==> config.mk <==
export PLATFORM = sky130hd
export DESIGN_NAME = mdio_management_frame_master_top_flat
export DESIGN_NICKNAME = d
export VERILOG_FILES = /design/src/rtl/mmfm_pkg.sv /design/src/rtl/mmfm_req_if.sv /design/src/rtl/mmfm_rsp_if.sv /design/src/rtl/mmfm_front.sv /design/src/rtl/mmfm_queue.sv /design/src/rtl/mmfm_back.sv /design/src/rtl/mdio_management_frame_master_top.sv /design/src/flat_wrapper.sv
export SDC_FILE = /design/constraint.sdc
export NUM_CORES = 1
export LEC_CHECK = 0
export BUFFER_PORTS_ARGS = -buffer_cell sky130_fd_sc_hd__buf_2
export CAP_MARGIN = 20
export CORE_ASPECT_RATIO = 0.6
export CORE_MARGIN = 8
export CORE_UTILIZATION = 25
export CTS_BUF_LIST = sky130_fd_sc_hd__clkbuf_16
export CTS_CLUSTER_DIAMETER = 30
export DETAILED_ROUTE_END_ITERATION = 7
export GPL_TIMING_DRIVEN = 0
export SLEW_MARGIN = 20
export SYNTH_ARGS = -nofsm -noshare
export SYNTH_HDL_FRONTEND = slang
export SYNTH_SLANG_ARGS = --single-unit
==> constraint.sdc <==
create_clock -name clk_i -period 4.1 [get_ports clk_i]
set_input_delay 0.41 -clock clk_i [delete_from_list [all_inputs] [get_ports clk_i]]
set_output_delay 0.41 -clock clk_i [all_outputs]
set_load 0.1 [all_outputs]
==> src/rtl/mmfm_pkg.sv <==
// Shared types and constants for the MDIO clause-22 management frame master.
package mmfm_pkg;

  localparam int unsigned FUNC_W     = 2;
  localparam int unsigned ADDR_W     = 5;
  localparam int unsigned DATA_W     = 16;
  localparam int unsigned FRAME_W    = 32;
  localparam int unsigned CFG_DATA_W = 6;
  localparam int unsigned CFG_IDX_W  = 1;
  localparam int unsigned POS_W      = 7;
  localparam int unsigned QUEUE_DEPTH = 2;

  localparam logic [FUNC_W-1:0] FUNC_START_RD = 2'd0;
  localparam logic [FUNC_W-1:0] FUNC_START_WR = 2'd1;
  localparam logic [FUNC_W-1:0] FUNC_TICK     = 2'd2;

  localparam logic [CFG_IDX_W-1:0] CFG_PREAMBLE = 1'b0;
  localparam logic [CFG_IDX_W-1:0] CFG_TRAILER  = 1'b1;
  localparam logic [CFG_DATA_W-1:0] CFG_RESET   = 6'd32;

  localparam logic [FRAME_W-1:0] FRAME_READ  = 32'h6002_0000;
  localparam logic [FRAME_W-1:0] FRAME_WRITE = 32'h5002_0000;
  localparam logic [POS_W-1:0]   FRAME_BITS  = 7'd32;
  localparam logic [POS_W-1:0]   MAX_EDGE    = 7'd32;
  localparam logic [POS_W-1:0]   READ_DRIVEN = 7'd14;

  typedef enum logic [1:0] {
    OP_START_RD,
    OP_START_WR,
    OP_TICK,
    OP_NOP
  } op_e;

  typedef struct packed {
    op_e                op;
    logic [FRAME_W-1:0] frame;
    logic               mdio_in;
  } cmd_t;

endpackage

==> src/rtl/mmfm_req_if.sv <==
// Request channel: one item per beat, valid/ready handshake.
interface mmfm_req_if;
  logic        valid;
  logic        ready;
  logic [1:0]  func;
  logic [4:0]  phy_addr;
  logic [4:0]  reg_addr;
  logic [15:0] write_data;
  logic        mdio_in;

  modport source (output valid, func, phy_addr, reg_addr, write_data, mdio_in, input ready);
  modport sink (input valid, func, phy_addr, reg_addr, write_data, mdio_in, output ready);
endinterface

==> src/rtl/mmfm_rsp_if.sv <==
// Response channel: one result per beat, valid/ready handshake.
interface mmfm_rsp_if;
  logic        valid;
  logic        ready;
  logic        mdio_out;
  logic        mdio_drive;
  logic        busy_res;
  logic        done_res;
  logic [15:0] read_data;
  logic        accepted;

  modport source (output valid, mdio_out, mdio_drive, busy_res, done_res, read_data, accepted,
                  input ready);
  modport sink (input valid, mdio_out, mdio_drive, busy_res, done_res, read_data, accepted,
                output ready);
endinterface

==> src/rtl/mmfm_front.sv <==
// Front end: accept request beats, classify the function and build the frame word.
module mmfm_front (
  mmfm_req_if.sink       req,
  output logic           push_valid_o,
  input  logic           push_ready_i,
  output mmfm_pkg::cmd_t push_cmd_o
);
  import mmfm_pkg::*;

  logic [FRAME_W-1:0] addr_bits;

  assign req.ready    = push_ready_i;
  assign push_valid_o = req.valid;
  assign addr_bits    = (FRAME_W'(req.phy_addr) << 23) | (FRAME_W'(req.reg_addr) << 18);

  always_comb begin
    push_cmd_o.mdio_in = req.mdio_in;
    push_cmd_o.frame   = '0;
    unique case (req.func)
      FUNC_START_RD: begin
        push_cmd_o.op    = OP_START_RD;
        push_cmd_o.frame = FRAME_READ | addr_bits;
      end
      FUNC_START_WR: begin
        push_cmd_o.op    = OP_START_WR;
        push_cmd_o.frame = FRAME_WRITE | addr_bits | FRAME_W'(req.write_data);
      end
      FUNC_TICK: begin
        push_cmd_o.op = OP_TICK;
      end
      default: begin
        push_cmd_o.op = OP_NOP;
      end
    endcase
  end
endmodule

==> src/rtl/mmfm_queue.sv <==
// Command queue between front and back end.
module mmfm_queue #(
  parameter int unsigned Depth = mmfm_pkg::QUEUE_DEPTH
) (
  input  logic           clk_i,
  input  logic           rst_ni,
  input  logic           push_valid_i,
  output logic           push_ready_o,
  input  mmfm_pkg::cmd_t push_cmd_i,
  output logic           pop_valid_o,
  input  logic           pop_ready_i,
  output mmfm_pkg::cmd_t pop_cmd_o
);
  import mmfm_pkg::*;

  localparam int unsigned PtrW = (Depth > 1) ? $clog2(Depth) : 1;
  localparam int unsigned CntW = $clog2(Depth + 1);
  localparam logic [PtrW-1:0] LastPtr = PtrW'(Depth - 1);
  localparam logic [CntW-1:0] FullCnt = CntW'(Depth);

  cmd_t            mem_q [Depth];
  logic [PtrW-1:0] wr_ptr_q, wr_ptr_d, rd_ptr_q, rd_ptr_d;
  logic [CntW-1:0] cnt_q, cnt_d;
  logic            push, pop;

  assign push_ready_o = (cnt_q != FullCnt);
  assign pop_valid_o  = (cnt_q != '0);
  assign pop_cmd_o    = mem_q[rd_ptr_q];
  assign push         = push_valid_i && push_ready_o;
  assign pop          = pop_valid_o && pop_ready_i;

  always_comb begin
    wr_ptr_d = wr_ptr_q;
    rd_ptr_d = rd_ptr_q;
    cnt_d    = cnt_q;
    if (push) begin
      wr_ptr_d = (wr_ptr_q == LastPtr) ? '0 : wr_ptr_q + 1'b1;
    end
    if (pop) begin
      rd_ptr_d = (rd_ptr_q == LastPtr) ? '0 : rd_ptr_q + 1'b1;
    end
    if (push && !pop) begin
      cnt_d = cnt_q + 1'b1;
    end else if (pop && !push) begin
      cnt_d = cnt_q - 1'b1;
    end
  end

  always_ff @(posedge clk_i or negedge rst_ni) begin
    if (!rst_ni) begin
      wr_ptr_q <= '0;
      rd_ptr_q <= '0;
      cnt_q    <= '0;
    end else begin
      wr_ptr_q <= wr_ptr_d;
      rd_ptr_q <= rd_ptr_d;
      cnt_q    <= cnt_d;
    end
  end

  always_ff @(posedge clk_i) begin
    if (push) begin
      mem_q[wr_ptr_q] <= push_cmd_i;
    end
  end
endmodule

==> src/rtl/mmfm_back.sv <==
// Back end: frame sequencer, read capture and registered result beat.
module mmfm_back (
  input  logic                                clk_i,
  input  logic                                rst_ni,
  input  logic                                pop_valid_i,
  output logic                                pop_ready_o,
  input  mmfm_pkg::cmd_t                      pop_cmd_i,
  input  logic [mmfm_pkg::CFG_DATA_W-1:0]     preamble_i,
  input  logic [mmfm_pkg::CFG_DATA_W-1:0]     trailer_i,
  mmfm_rsp_if.source                          rsp
);
  import mmfm_pkg::*;

  typedef struct packed {
    logic              mdio_out;
    logic              mdio_drive;
    logic              busy_res;
    logic              done_res;
    logic [DATA_W-1:0] read_data;
    logic              accepted;
  } res_t;

  logic               active_q, active_d;
  logic               reading_q, reading_d;
  logic [POS_W-1:0]   pos_q, pos_d;
  logic [FRAME_W-1:0] frame_q, frame_d;
  logic [DATA_W-1:0]  cap_q, cap_d;
  logic [DATA_W-1:0]  held_q, held_d;
  logic               out_valid_q, out_valid_d;
  res_t               res_q, res_d;

  logic [POS_W-1:0] pre, trl, pre_end, total, pos_inc, k;
  logic             pop;

  assign pop         = pop_valid_i && pop_ready_o;
  assign pop_ready_o = !out_valid_q || rsp.ready;

  assign pre     = (preamble_i > CFG_DATA_W'(MAX_EDGE)) ? MAX_EDGE : POS_W'(preamble_i);
  assign trl     = (trailer_i > CFG_DATA_W'(MAX_EDGE)) ? MAX_EDGE : POS_W'(trailer_i);
  assign pre_end = pre + FRAME_BITS;
  assign total   = pre_end + trl;
  assign pos_inc = pos_q + 1'b1;
  assign k       = pos_q - pre;

  always_comb begin
    active_d  = active_q;
    reading_d = reading_q;
    pos_d     = pos_q;
    frame_d   = frame_q;
    cap_d     = cap_q;
    held_d    = held_q;
    res_d.mdio_out   = 1'b1;
    res_d.mdio_drive = 1'b1;
    res_d.done_res   = 1'b0;
    res_d.accepted   = 1'b0;
    if (pop) begin
      unique case (pop_cmd_i.op)
        OP_START_RD, OP_START_WR: begin
          if (!active_q) begin
            frame_d        = pop_cmd_i.frame;
            reading_d      = (pop_cmd_i.op == OP_START_RD);
            pos_d          = '0;
            cap_d          = '0;
            active_d       = 1'b1;
            res_d.accepted = 1'b1;
          end
        end
        OP_TICK: begin
          if (active_q) begin
            if (pos_q >= pre && pos_q < pre_end) begin
              if (reading_q && k >= READ_DRIVEN) begin
                res_d.mdio_drive = 1'b0;
                cap_d = {cap_q[DATA_W-2:0], pop_cmd_i.mdio_in};
              end else begin
                res_d.mdio_out = frame_q[FRAME_W-1];
                frame_d        = frame_q << 1;
              end
            end
            pos_d = pos_inc;
            if (pos_inc >= total) begin
              if (reading_q) begin
                held_d = cap_d;
              end
              active_d       = 1'b0;
              reading_d      = 1'b0;
              pos_d          = '0;
              res_d.done_res = 1'b1;
            end
          end
        end
        default: begin
        end
      endcase
    end
    res_d.busy_res  = active_d;
    res_d.read_data = held_d;
  end

  assign out_valid_d = pop ? 1'b1 : (out_valid_q && !rsp.ready);

  always_ff @(posedge clk_i or negedge rst_ni) begin
    if (!rst_ni) begin
      active_q    <= 1'b0;
      reading_q   <= 1'b0;
      pos_q       <= '0;
      frame_q     <= '0;
      cap_q       <= '0;
      held_q      <= '0;
      out_valid_q <= 1'b0;
    end else begin
      active_q    <= active_d;
      reading_q   <= reading_d;
      pos_q       <= pos_d;
      frame_q     <= frame_d;
      cap_q       <= cap_d;
      held_q      <= held_d;
      out_valid_q <= out_valid_d;
    end
  end

  always_ff @(posedge clk_i) begin
    if (pop) begin
      res_q <= res_d;
    end
  end

  assign rsp.valid      = out_valid_q;
  assign rsp.mdio_out   = res_q.mdio_out;
  assign rsp.mdio_drive = res_q.mdio_drive;
  assign rsp.busy_res   = res_q.busy_res;
  assign rsp.done_res   = res_q.done_res;
  assign rsp.read_data  = res_q.read_data;
  assign rsp.accepted   = res_q.accepted;

  a_fall_on_tick: assert property (@(posedge clk_i) disable iff (!rst_ni)
    $fell(active_q) |-> $past(pop) && $past(pop_cmd_i.op == OP_TICK))
    else $error("transaction ended without a tick");

  a_start_sets_active: assert property (@(posedge clk_i) disable iff (!rst_ni)
    pop && !active_q && (pop_cmd_i.op == OP_START_RD || pop_cmd_i.op == OP_START_WR)
    |=> active_q && pos_q == '0)
    else $error("accepted start did not open a transaction");

  a_no_pop_on_stall: assert property (@(posedge clk_i) disable iff (!rst_ni)
    out_valid_q && !rsp.ready |-> !pop)
    else $error("command taken while result beat stalled");

  a_idle_pos_zero: assert property (@(posedge clk_i) disable iff (!rst_ni)
    !active_q |-> pos_q == '0 && !reading_q)
    else $error("idle sequencer holds stale position");
endmodule

==> src/rtl/mdio_management_frame_master_top.sv <==
// Top level of the MDIO clause-22 management frame master.
//
//   channel  dir  handshake            payload
//   req_if   in   valid/ready          func, phy_addr, reg_addr, write_data, mdio_in
//   rsp_if   out  valid/ready          mdio_out, mdio_drive, busy_res, done_res,
//                                      read_data, accepted
//   cfg      in   cfg_we_i, no wait    cfg_idx_i, cfg_data_i
//
// One request beat per cycle while the queue has room; each beat gives one response beat.
// After its request is accepted, a command is stored in the queue, then passes the
// back end's shift/count update and is held in its result register.
// A queue of QueueDepth commands lets the request side run while responses stall.
// Reset idles the sequencer and sets both preamble and trailer counts to 32.
module mdio_management_frame_master_top #(
  parameter int unsigned QueueDepth = mmfm_pkg::QUEUE_DEPTH
) (
  input  logic                                clk_i,
  input  logic                                rst_ni,
  mmfm_req_if.sink                            req_if,
  mmfm_rsp_if.source                          rsp_if,
  input  logic                                cfg_we_i,
  input  logic [mmfm_pkg::CFG_IDX_W-1:0]      cfg_idx_i,
  input  logic [mmfm_pkg::CFG_DATA_W-1:0]     cfg_data_i
);
  import mmfm_pkg::*;

  logic [CFG_DATA_W-1:0] preamble_q, trailer_q;
  logic                  push_valid, push_ready, pop_valid, pop_ready;
  cmd_t                  push_cmd, pop_cmd;

  always_ff @(posedge clk_i or negedge rst_ni) begin
    if (!rst_ni) begin
      preamble_q <= CFG_RESET;
      trailer_q  <= CFG_RESET;
    end else if (cfg_we_i) begin
      unique case (cfg_idx_i)
        CFG_PREAMBLE: preamble_q <= cfg_data_i;
        CFG_TRAILER:  trailer_q  <= cfg_data_i;
        default: begin
        end
      endcase
    end
  end

  mmfm_front u_front (
    .req          (req_if),
    .push_valid_o (push_valid),
    .push_ready_i (push_ready),
    .push_cmd_o   (push_cmd)
  );

  mmfm_queue #(
    .Depth (QueueDepth)
  ) u_queue (
    .clk_i        (clk_i),
    .rst_ni       (rst_ni),
    .push_valid_i (push_valid),
    .push_ready_o (push_ready),
    .push_cmd_i   (push_cmd),
    .pop_valid_o  (pop_valid),
    .pop_ready_i  (pop_ready),
    .pop_cmd_o    (pop_cmd)
  );

  mmfm_back u_back (
    .clk_i       (clk_i),
    .rst_ni      (rst_ni),
    .pop_valid_i (pop_valid),
    .pop_ready_o (pop_ready),
    .pop_cmd_i   (pop_cmd),
    .preamble_i  (preamble_q),
    .trailer_i   (trailer_q),
    .rsp         (rsp_if)
  );
endmodule

==> src/flat_wrapper.sv <==
// flat-port wrapper written by rule: the top's interface ports become plain ports
module mdio_management_frame_master_top_flat import mmfm_pkg::*;
#(
  parameter int unsigned QueueDepth = mmfm_pkg::QUEUE_DEPTH
)
  (clk_i, rst_ni, cfg_we_i, cfg_idx_i, cfg_data_i, req_if_valid, req_if_func, req_if_phy_addr, req_if_reg_addr, req_if_write_data, req_if_mdio_in, req_if_ready, rsp_if_valid, rsp_if_mdio_out, rsp_if_mdio_drive, rsp_if_busy_res, rsp_if_done_res, rsp_if_read_data, rsp_if_accepted, rsp_if_ready);
  mmfm_req_if req_if_i ();
  mmfm_rsp_if rsp_if_i ();
  input  logic clk_i;
  input  logic rst_ni;
  input  logic cfg_we_i;
  input  logic [mmfm_pkg::CFG_IDX_W-1:0] cfg_idx_i;
  input  logic [mmfm_pkg::CFG_DATA_W-1:0] cfg_data_i;
  input wire logic [$bits(req_if_i.valid)-1:0] req_if_valid;
  input wire logic [$bits(req_if_i.func)-1:0] req_if_func;
  input wire logic [$bits(req_if_i.phy_addr)-1:0] req_if_phy_addr;
  input wire logic [$bits(req_if_i.reg_addr)-1:0] req_if_reg_addr;
  input wire logic [$bits(req_if_i.write_data)-1:0] req_if_write_data;
  input wire logic [$bits(req_if_i.mdio_in)-1:0] req_if_mdio_in;
  output wire logic [$bits(req_if_i.ready)-1:0] req_if_ready;
  output wire logic [$bits(rsp_if_i.valid)-1:0] rsp_if_valid;
  output wire logic [$bits(rsp_if_i.mdio_out)-1:0] rsp_if_mdio_out;
  output wire logic [$bits(rsp_if_i.mdio_drive)-1:0] rsp_if_mdio_drive;
  output wire logic [$bits(rsp_if_i.busy_res)-1:0] rsp_if_busy_res;
  output wire logic [$bits(rsp_if_i.done_res)-1:0] rsp_if_done_res;
  output wire logic [$bits(rsp_if_i.read_data)-1:0] rsp_if_read_data;
  output wire logic [$bits(rsp_if_i.accepted)-1:0] rsp_if_accepted;
  input wire logic [$bits(rsp_if_i.ready)-1:0] rsp_if_ready;
  assign req_if_i.valid = req_if_valid;
  assign req_if_i.func = req_if_func;
  assign req_if_i.phy_addr = req_if_phy_addr;
  assign req_if_i.reg_addr = req_if_reg_addr;
  assign req_if_i.write_data = req_if_write_data;
  assign req_if_i.mdio_in = req_if_mdio_in;
  assign req_if_ready = req_if_i.ready;
  assign rsp_if_valid = rsp_if_i.valid;
  assign rsp_if_mdio_out = rsp_if_i.mdio_out;
  assign rsp_if_mdio_drive = rsp_if_i.mdio_drive;
  assign rsp_if_busy_res = rsp_if_i.busy_res;
  assign rsp_if_done_res = rsp_if_i.done_res;
  assign rsp_if_read_data = rsp_if_i.read_data;
  assign rsp_if_accepted = rsp_if_i.accepted;
  assign rsp_if_i.ready = rsp_if_ready;
  mdio_management_frame_master_top #(.QueueDepth(QueueDepth)) u_core (.clk_i(clk_i), .rst_ni(rst_ni), .req_if(req_if_i), .rsp_if(rsp_if_i), .cfg_we_i(cfg_we_i), .cfg_idx_i(cfg_idx_i), .cfg_data_i(cfg_data_i));
endmodule
# Word level (Yosys, flattened, before mapping)

Memories as Yosys holds them, arrays and structs flattened.
Index checks and enable logic that the tools add are counted.

Register bits after elaboration: 111
Logic and storage cells: 116
Bits in writable memories: 70
Memories: 1

Memories:

| memory               | words | width | rd ports | clocked after memory_dff | wr ports | line             | source |
|---|---|---|---|---|---|---|---|
| u_core.u_queue.mem_q | 2     | 35    | 1        | 0                        | 1        | mmfm_queue.sv:21 | `cmd_t mem_q [Depth];` |

$lt $le $gt $ge: 6
Bitwise gates (word level): 6
Multiplexer cells: 41
$add $sub $neg: 8
Equal/unequal tests: 10
Reduce and logical (&&, ||, !) cells: 26

Operators by type and width:

| kind                | count |
|---|---|
| $mux 16             | 9 |
| $mux 32             | 4 |
| $pmux 32 s2         | 2 |
| $pmux 16 s2         | 1 |
| $or 31x16->31       | 1 |
| $or 28x23->28       | 1 |
| $mux 7              | 3 |
| $mux 1              | 14 |
| $pmux 7 s2          | 1 |
| $gt 6x6->1 const B  | 2 |
| $mux 6              | 2 |
| $ne 2x2->1 const B  | 6 |
| $add 6x6->7 const B | 1 |
| $add 7x1->7 const B | 1 |
| $add 7x6->7         | 1 |
| $ge 7x4->1 const B  | 1 |
| $ge 7x6->1          | 1 |
| $ge 7x7->1          | 1 |
| $logic_and 1x1->1   | 7 |
| $lt 7x7->1          | 1 |
| $sub 7x6->7         | 1 |
| $pmux 2 s3          | 1 |
| $reduce_and 2->1    | 3 |
| $reduce_and 6->1    | 1 |
| other kinds (17)    | 31 |

# Longest topological paths before layout

Word-level depth: 12
Depth in mapped cells: 18

# Modules after synthesis

From an unflattened synthesis, not the netlist that was laid out.

Cells, all modules: 614
Area, all modules: 8,448.1 sq um

By module, submodules not included:

| module                           | area each (sq um) | sequential area each (sq um) | times used | cells each |
|---|---|---|---|---|
| mmfm_back                        | 4,798.4           | 2,482.4                      | 1          | 418 |
| mmfm_queue                       | 2,870.3           | 2,202.1                      | 1          | 127 |
| mdio_management_frame_master_top | 471.7             | 302.8                        | 1          | 27 |
| mmfm_front                       | 307.8             | 0.0                          | 1          | 42 |

# Worst setup path after synthesis

Ideal clock, no wire load.

Path kind: register -> register
Start point: register u_core.preamble_q[5]
End point: register u_core.u_back.res_q (netlist bit u_core.u_back.rsp.read_data[15]), data pin
Stages on the path, launching flop included: 17
Data required time: 3.823 ns
Period minus slack after synthesis: 3.537 ns
Arrival time: 3.260 ns
Buffers on the path: 2
Path slack: 0.563 ns
Cells stage by stage: dfstp_2 -> clkinv_1 -> nand2_1 -> inv_1 -> ha_1 -> a21o_1 -> a21oi_1 -> o21bai_1 -> a21oi_1 -> xor2_1 -> ha_1 -> nand2_1 -> o21ai_0 -> and3_1 -> buf_1 -> clkbuf_1 -> a21oi_1

Cells in the longest elaborated chain, start to end: 12
Elaborated cells on any way between the ends: 18

RTL lines:

| element                                                             | line                                   | source |
|---|---|---|
| start: declaration                                                  | mdio_management_frame_master_top.sv:27 | `logic [CFG_DATA_W-1:0] preamble_q, trailer_q;` |
| start signal: assignment                                            | mdio_management_frame_master_top.sv:37 | `CFG_PREAMBLE: preamble_q <= cfg_data_i;` |
| $gt 6x6->1                                                          | mmfm_back.sv:38                        | `assign pre = (preamble_i > CFG_DATA_W'(MAX_EDGE)) ? MAX_EDGE : POS_W'(preamble_i);` |
| $mux 6 *                                                            | mmfm_back.sv:38                        |  |
| parallel branches: the longest is 6 deep, another holds $add 6x6->7 | n/a                                    |  |
| $mux 16 *                                                           | mmfm_back.sv:80                        | `if (pos_inc >= total) begin` |
| $mux 16 *                                                           | mmfm_back.sv:69                        | `if (active_q) begin` |
| $mux 16 *                                                           | mmfm_back.sv:57                        | `unique case (pop_cmd_i.op)` |
| $mux 16 *                                                           | mmfm_back.sv:56                        | `if (pop) begin` |
| named net u_core.u_back.held_d[15]                                  | mmfm_back.sv:28                        | `logic [DATA_W-1:0] held_q, held_d;` |
| end signal: assignment                                              | mmfm_back.sv:123                       | `res_q <= res_d;` |
| end: declaration                                                    | mmfm_back.sv:30                        | `res_t res_q, res_d;` |

Mark *: on every way through the listed nets, which the timed path passes.
A chain may end at the register's enable or synchronous reset.

# Worst setup path after layout

Start point: register u_core.preamble_q[5]
End point: register u_core.u_back.res_q (netlist bit u_core.u_back.rsp.read_data[12]), data pin

Same word-level chain as after synthesis.

==> summary.txt <==
Run status
  • Status: finished clean

Timing
  • Fin Hold WS: roughly 0.16 ns
  • Final Worst Setup Slack: between 0.3 and 0.4 ns
  • Period utilization: a little over 90%
  • Max Fclk: 270 MHz
  • Final setup violation count: 0
  • Slew headroom: a little over two fifths
  • Slew Limit Fails: 0
  • Clk_skew: roughly 0.021 ns
  • Worst-margin pin slew: 0.856 ns
  • Unrepaired setup endpoints after global routing: no
  • Post-route minimum period: 3.71 ns
  • Final hold vios: 0

Clock tree
  • TritonCTS clock tree: built
  • Clock slew seen by the registers of the worst setup and hold paths: around 0.070 ns
  • Clock sinks: approximately 180
  • Clk Latency, worst-skew pair: between 0.4 and 0.5 ns
  • Clock Tree Root: clkbuf_16
  • H-tree levels: 4
  • Max clock buf depth: 2
  • Num CTS Buffers: 17

Place
  • Dpl ws: -0.416 ns
  • Placed cell areas: approximately 0.0089 mm2
  • GP Congestion: approximately 0.77
  • DP Wirelength: 12500 um
  • PortBufs: 63

Route
  • Total wire length: between 15000 and 20000 um
  • Vias per inst: roughly 4.3
  • Remaining DRCs: 0
  • Initial DRT Pass Iterations: 6
  • Via count: just under 5000
  • Iter 0 DRT Violations: 293
  • Antenna violation net count after detailed routing: 0
  • Wire per inst: about 15 um

Final layout
  • Fill cells: 3195
  • Multi-input logic area: slightly below 0.003 mm2
  • Most frequent cells in the layout: dfrtp_1, edfxtp_1, buf_2
  • Layout cells sized above 1: 19.5%
  • Area Overhead vs Synth: 19.3%
  • Commonest non-fill, non-tap cell in the layout: dfrtp_1
  • Finished layout cell area: roughly 0.0095 mm2
  • Register area: between 0.004 and 0.005 mm2
  • Nets: roughly 770

Synthesis
  • Post-Syn Nets: a little under 700
  • Simple logic cell fraction of the synthesized area: 9.95%
  • Post-synth top area share: between 30% and 40%
  • Area leader, netlist: edfxtp_1
  • Largest family of logic cells by synthesized area: multiplexers
  • Synth area leaders: edfxtp_1, dfrtp_1, mux2i_1
  • Post-Synth Adder-Cell Area: 4.12%
  • Mux contribution to synthesized area: 11.8%
  • Number of distinct library cells after synthesis: between 50 and 60
  • Post-Syn Area: approximately 0.008 mm2
  • XOR/XNOR Fraction of Synth Area: under 10%
  • Synth Area in Compound Gates: between 8 and 9%
  • Synth warnings: 0
  • FFs w/ async S/R, synth: between 50% and 60%
  • Post-synth EDFFs: between 80 and 90
  • Seq/Total Area, Yosys: about three fifths
  • Seq cells post-synth: between 150 and 200
  • Primary FF master, synth: dfrtp_1
  • Post-synthesis cell count: between 600 and 700
  • Avg Cell Area, Syn: 12.8 um2

Hold path
  • Hold WC Path Type: primary input to flop

Die
  • Row count: 50
  • Starting Density: around 25%
  • Area of the core: ~0.031 mm2
  • Full die area: about 0.038 mm2
  • Ports: 64
  • Die W: 246 um
  • Die Y: 154 um

Global routing
  • Initial antenna violation count: 0
  • Vias in the first global route: 4988
  • GRT Util Overall: 9.47%
  • First-pass GRT wire length: 27900 um
  • Largest net degree at the start of global routing: approximately 60
  • GRT Residual Overflow: 0

Power
  • Leak Pwr: 4.04 nW
  • Peak supply drop: 0.331 mV
  • Pwr Total: roughly 0.0069 W
  • Power density cells: 727 mW/mm2

Worst setup path
  • R2R Path End: u_core.u_back.rsp.read_data[12]$_DFFE_PP_
  • Slowest CP cell: dfstp_2
  • Critical Path End Type: flop
  • CP dominant cell by count: a21oi_1
  • CP Data Arrival Time: 3.89 ns
  • CP endpoint: u_core.u_back.rsp.read_data[12]$_DFFE_PP_
  • Crit-path max FO: 10
  • CP Cell Sequence: clkinvlp_4 -> nand2_1 -> inv_1 -> ha_1 -> a21oi_1 -> o21bai_1 -> a21o_1 -> a21oi_1 -> xnor2_1 -> ha_1 -> nand2_1 -> o21ai_2 -> and3_1 -> clkbuf_2 -> a21oi_1
  • R2R cell count: 15
  • CP peak stage delay: roughly 0.58 ns
  • R2R Setup Slk: slightly below 0.4 ns
  • Worst Path Required: about 4.3 ns
  • Launch point of the worst reg-to-reg path: u_core.preamble_q[5]$_DFFE_PN1P_
  • Critical path type: flop to flop
  • Worst Setup Start Kind: flop
  • Critical path origin: u_core.preamble_q[5]$_DFFE_PN1P_

Job
  • Max cap viols: 0
==> worst max-delay path, delay by kind of cell, from the launching register on <==
kind                       cells  cell delay (ns)
AOI/OAI and AO/OA              6             1.01
adders and majority gates      2             0.63
DFF                            1             0.58
and+or+nand+nor                3             0.57
buffers and inverters          3             0.56
xor gates and xnor gates       1             0.09
==> registers in the layout (all words and copies together), names as in the netlist, 2 cells and up <==
register and flops:
u_core.u_back.cap_q 16, u_core.u_back.frame_q 32, u_core.u_queue.cnt_q 2, u_core.u_back.held_q 16
u_core.preamble_q 6, u_core.u_back.rsp.read_data 16, u_core.trailer_q 6, u_core.u_back.pos_q 7
u_core.u_queue.mem_q 64
==> synthesized netlist by cell type (2+ instances only) <==
master,count
a22o_1,16
o21ai_0,38
ha_1,23
a21o_1,5
and3_1,2
dfstp_2,2
nor2b_1,21
o21a_1,3
edfxtp_1,85
buf_2,3
nor3b_1,2
nor2_1,31
dfrtp_1,88
nand4b_1,2
nor3_1,4
nand3_1,11
o21bai_1,2
a21oi_2,4
and2_1,18
a32o_1,3
xnor2_1,10
mux2i_1,44
buf_6,6
mux2_1,28
clkbuf_1,15
nand2b_1,10
fa_1,2
mux2_2,16
xor2_1,7
inv_1,19
a21oi_1,23
nand2_1,52
buf_1,4
==> per-layer routing <==
metal	part of all wire [%]	vias up	GRT usage, %
met1	54	2377	14.2
met3	4.1	17	2.98
met2	40	62	12.4
met5	0	-	0
li1	-	2398	-
met4	1.2	0	3.27
==> cell type report <==
cell class	count	share of cell area, %
Sequential cell	175	50.6
Timing Repair Buffer	67	4.20
Antenna cell	1	0.0264
Clock buffer	18	4.74
Multi-Input combinational cell	396	30.9
Tap cell	416	5.48
Clock inverter	14	1.46
Buffer	27	1.67
Inverter	21	0.870
==> where the power goes <==
group	total [W]	internal, W	switching, W
combinational	0.00259	0.000793	0.00180
sequential	0.00268	0.00245	0.000225
clock	0.00164	0.000932	0.000705
total	0.00690	0.00418	0.00273
==> stage by stage <==
stage | TNS [ns] | instances | util [%]
final | 0 | 1135 | 30.4
after global routing | 0 | 1134 | 30.3
after CTS | 0 | 1135 | 30.3
after detailed placement | -10.02 | 1102 | 28.4
after global placement | -10.08 | 1099 | 28.1
after floorplan | 0 | 620 | -
==> worst min path at each step <==
stage	startpoint	endpoint	slack, ns	cells after the start
finish	req_if_mdio_in	u_core.u_queue.mem_q[1][0]$_DFFE_PP_	0.16	1
global placement	u_core.u_back.frame_q[13]$_DFFE_PN0P_	u_core.u_back.frame_q[13]$_DFFE_PN0P_	0.47	1
global route	req_if_mdio_in	u_core.u_queue.mem_q[1][0]$_DFFE_PP_	0.14	1
CTS	req_if_mdio_in	u_core.u_queue.mem_q[1][0]$_DFFE_PP_	0.12	1
detailed placement	rst_ni	u_core.u_back.held_q[3]$_DFF_PN0_	0.33	1
floorplan	rst_ni	u_core.preamble_q[0]$_DFFE_PN0P_	0.11	0
==> what timing repair did <==
item / 4_1_cts / 5_1_grt
endpoints found under the setup margin: 31 / 31
resized for setup: 6 / 5
cloned: 0 / 0
buffers inserted: 0 / 0
hold endpoints to repair: 32 / 0
hold buffers: 1 / 0
==> cell families after synthesis <==
logic type | after synthesis
AOI/OAI and AO/OA | 108
xor gates and xnor gates | 17
adders and majority gates | 25
buffers and inverters | 49
DFF | 175
muxes | 88
and+or+nand+nor | 158
(Power assumes the default switching activity.)
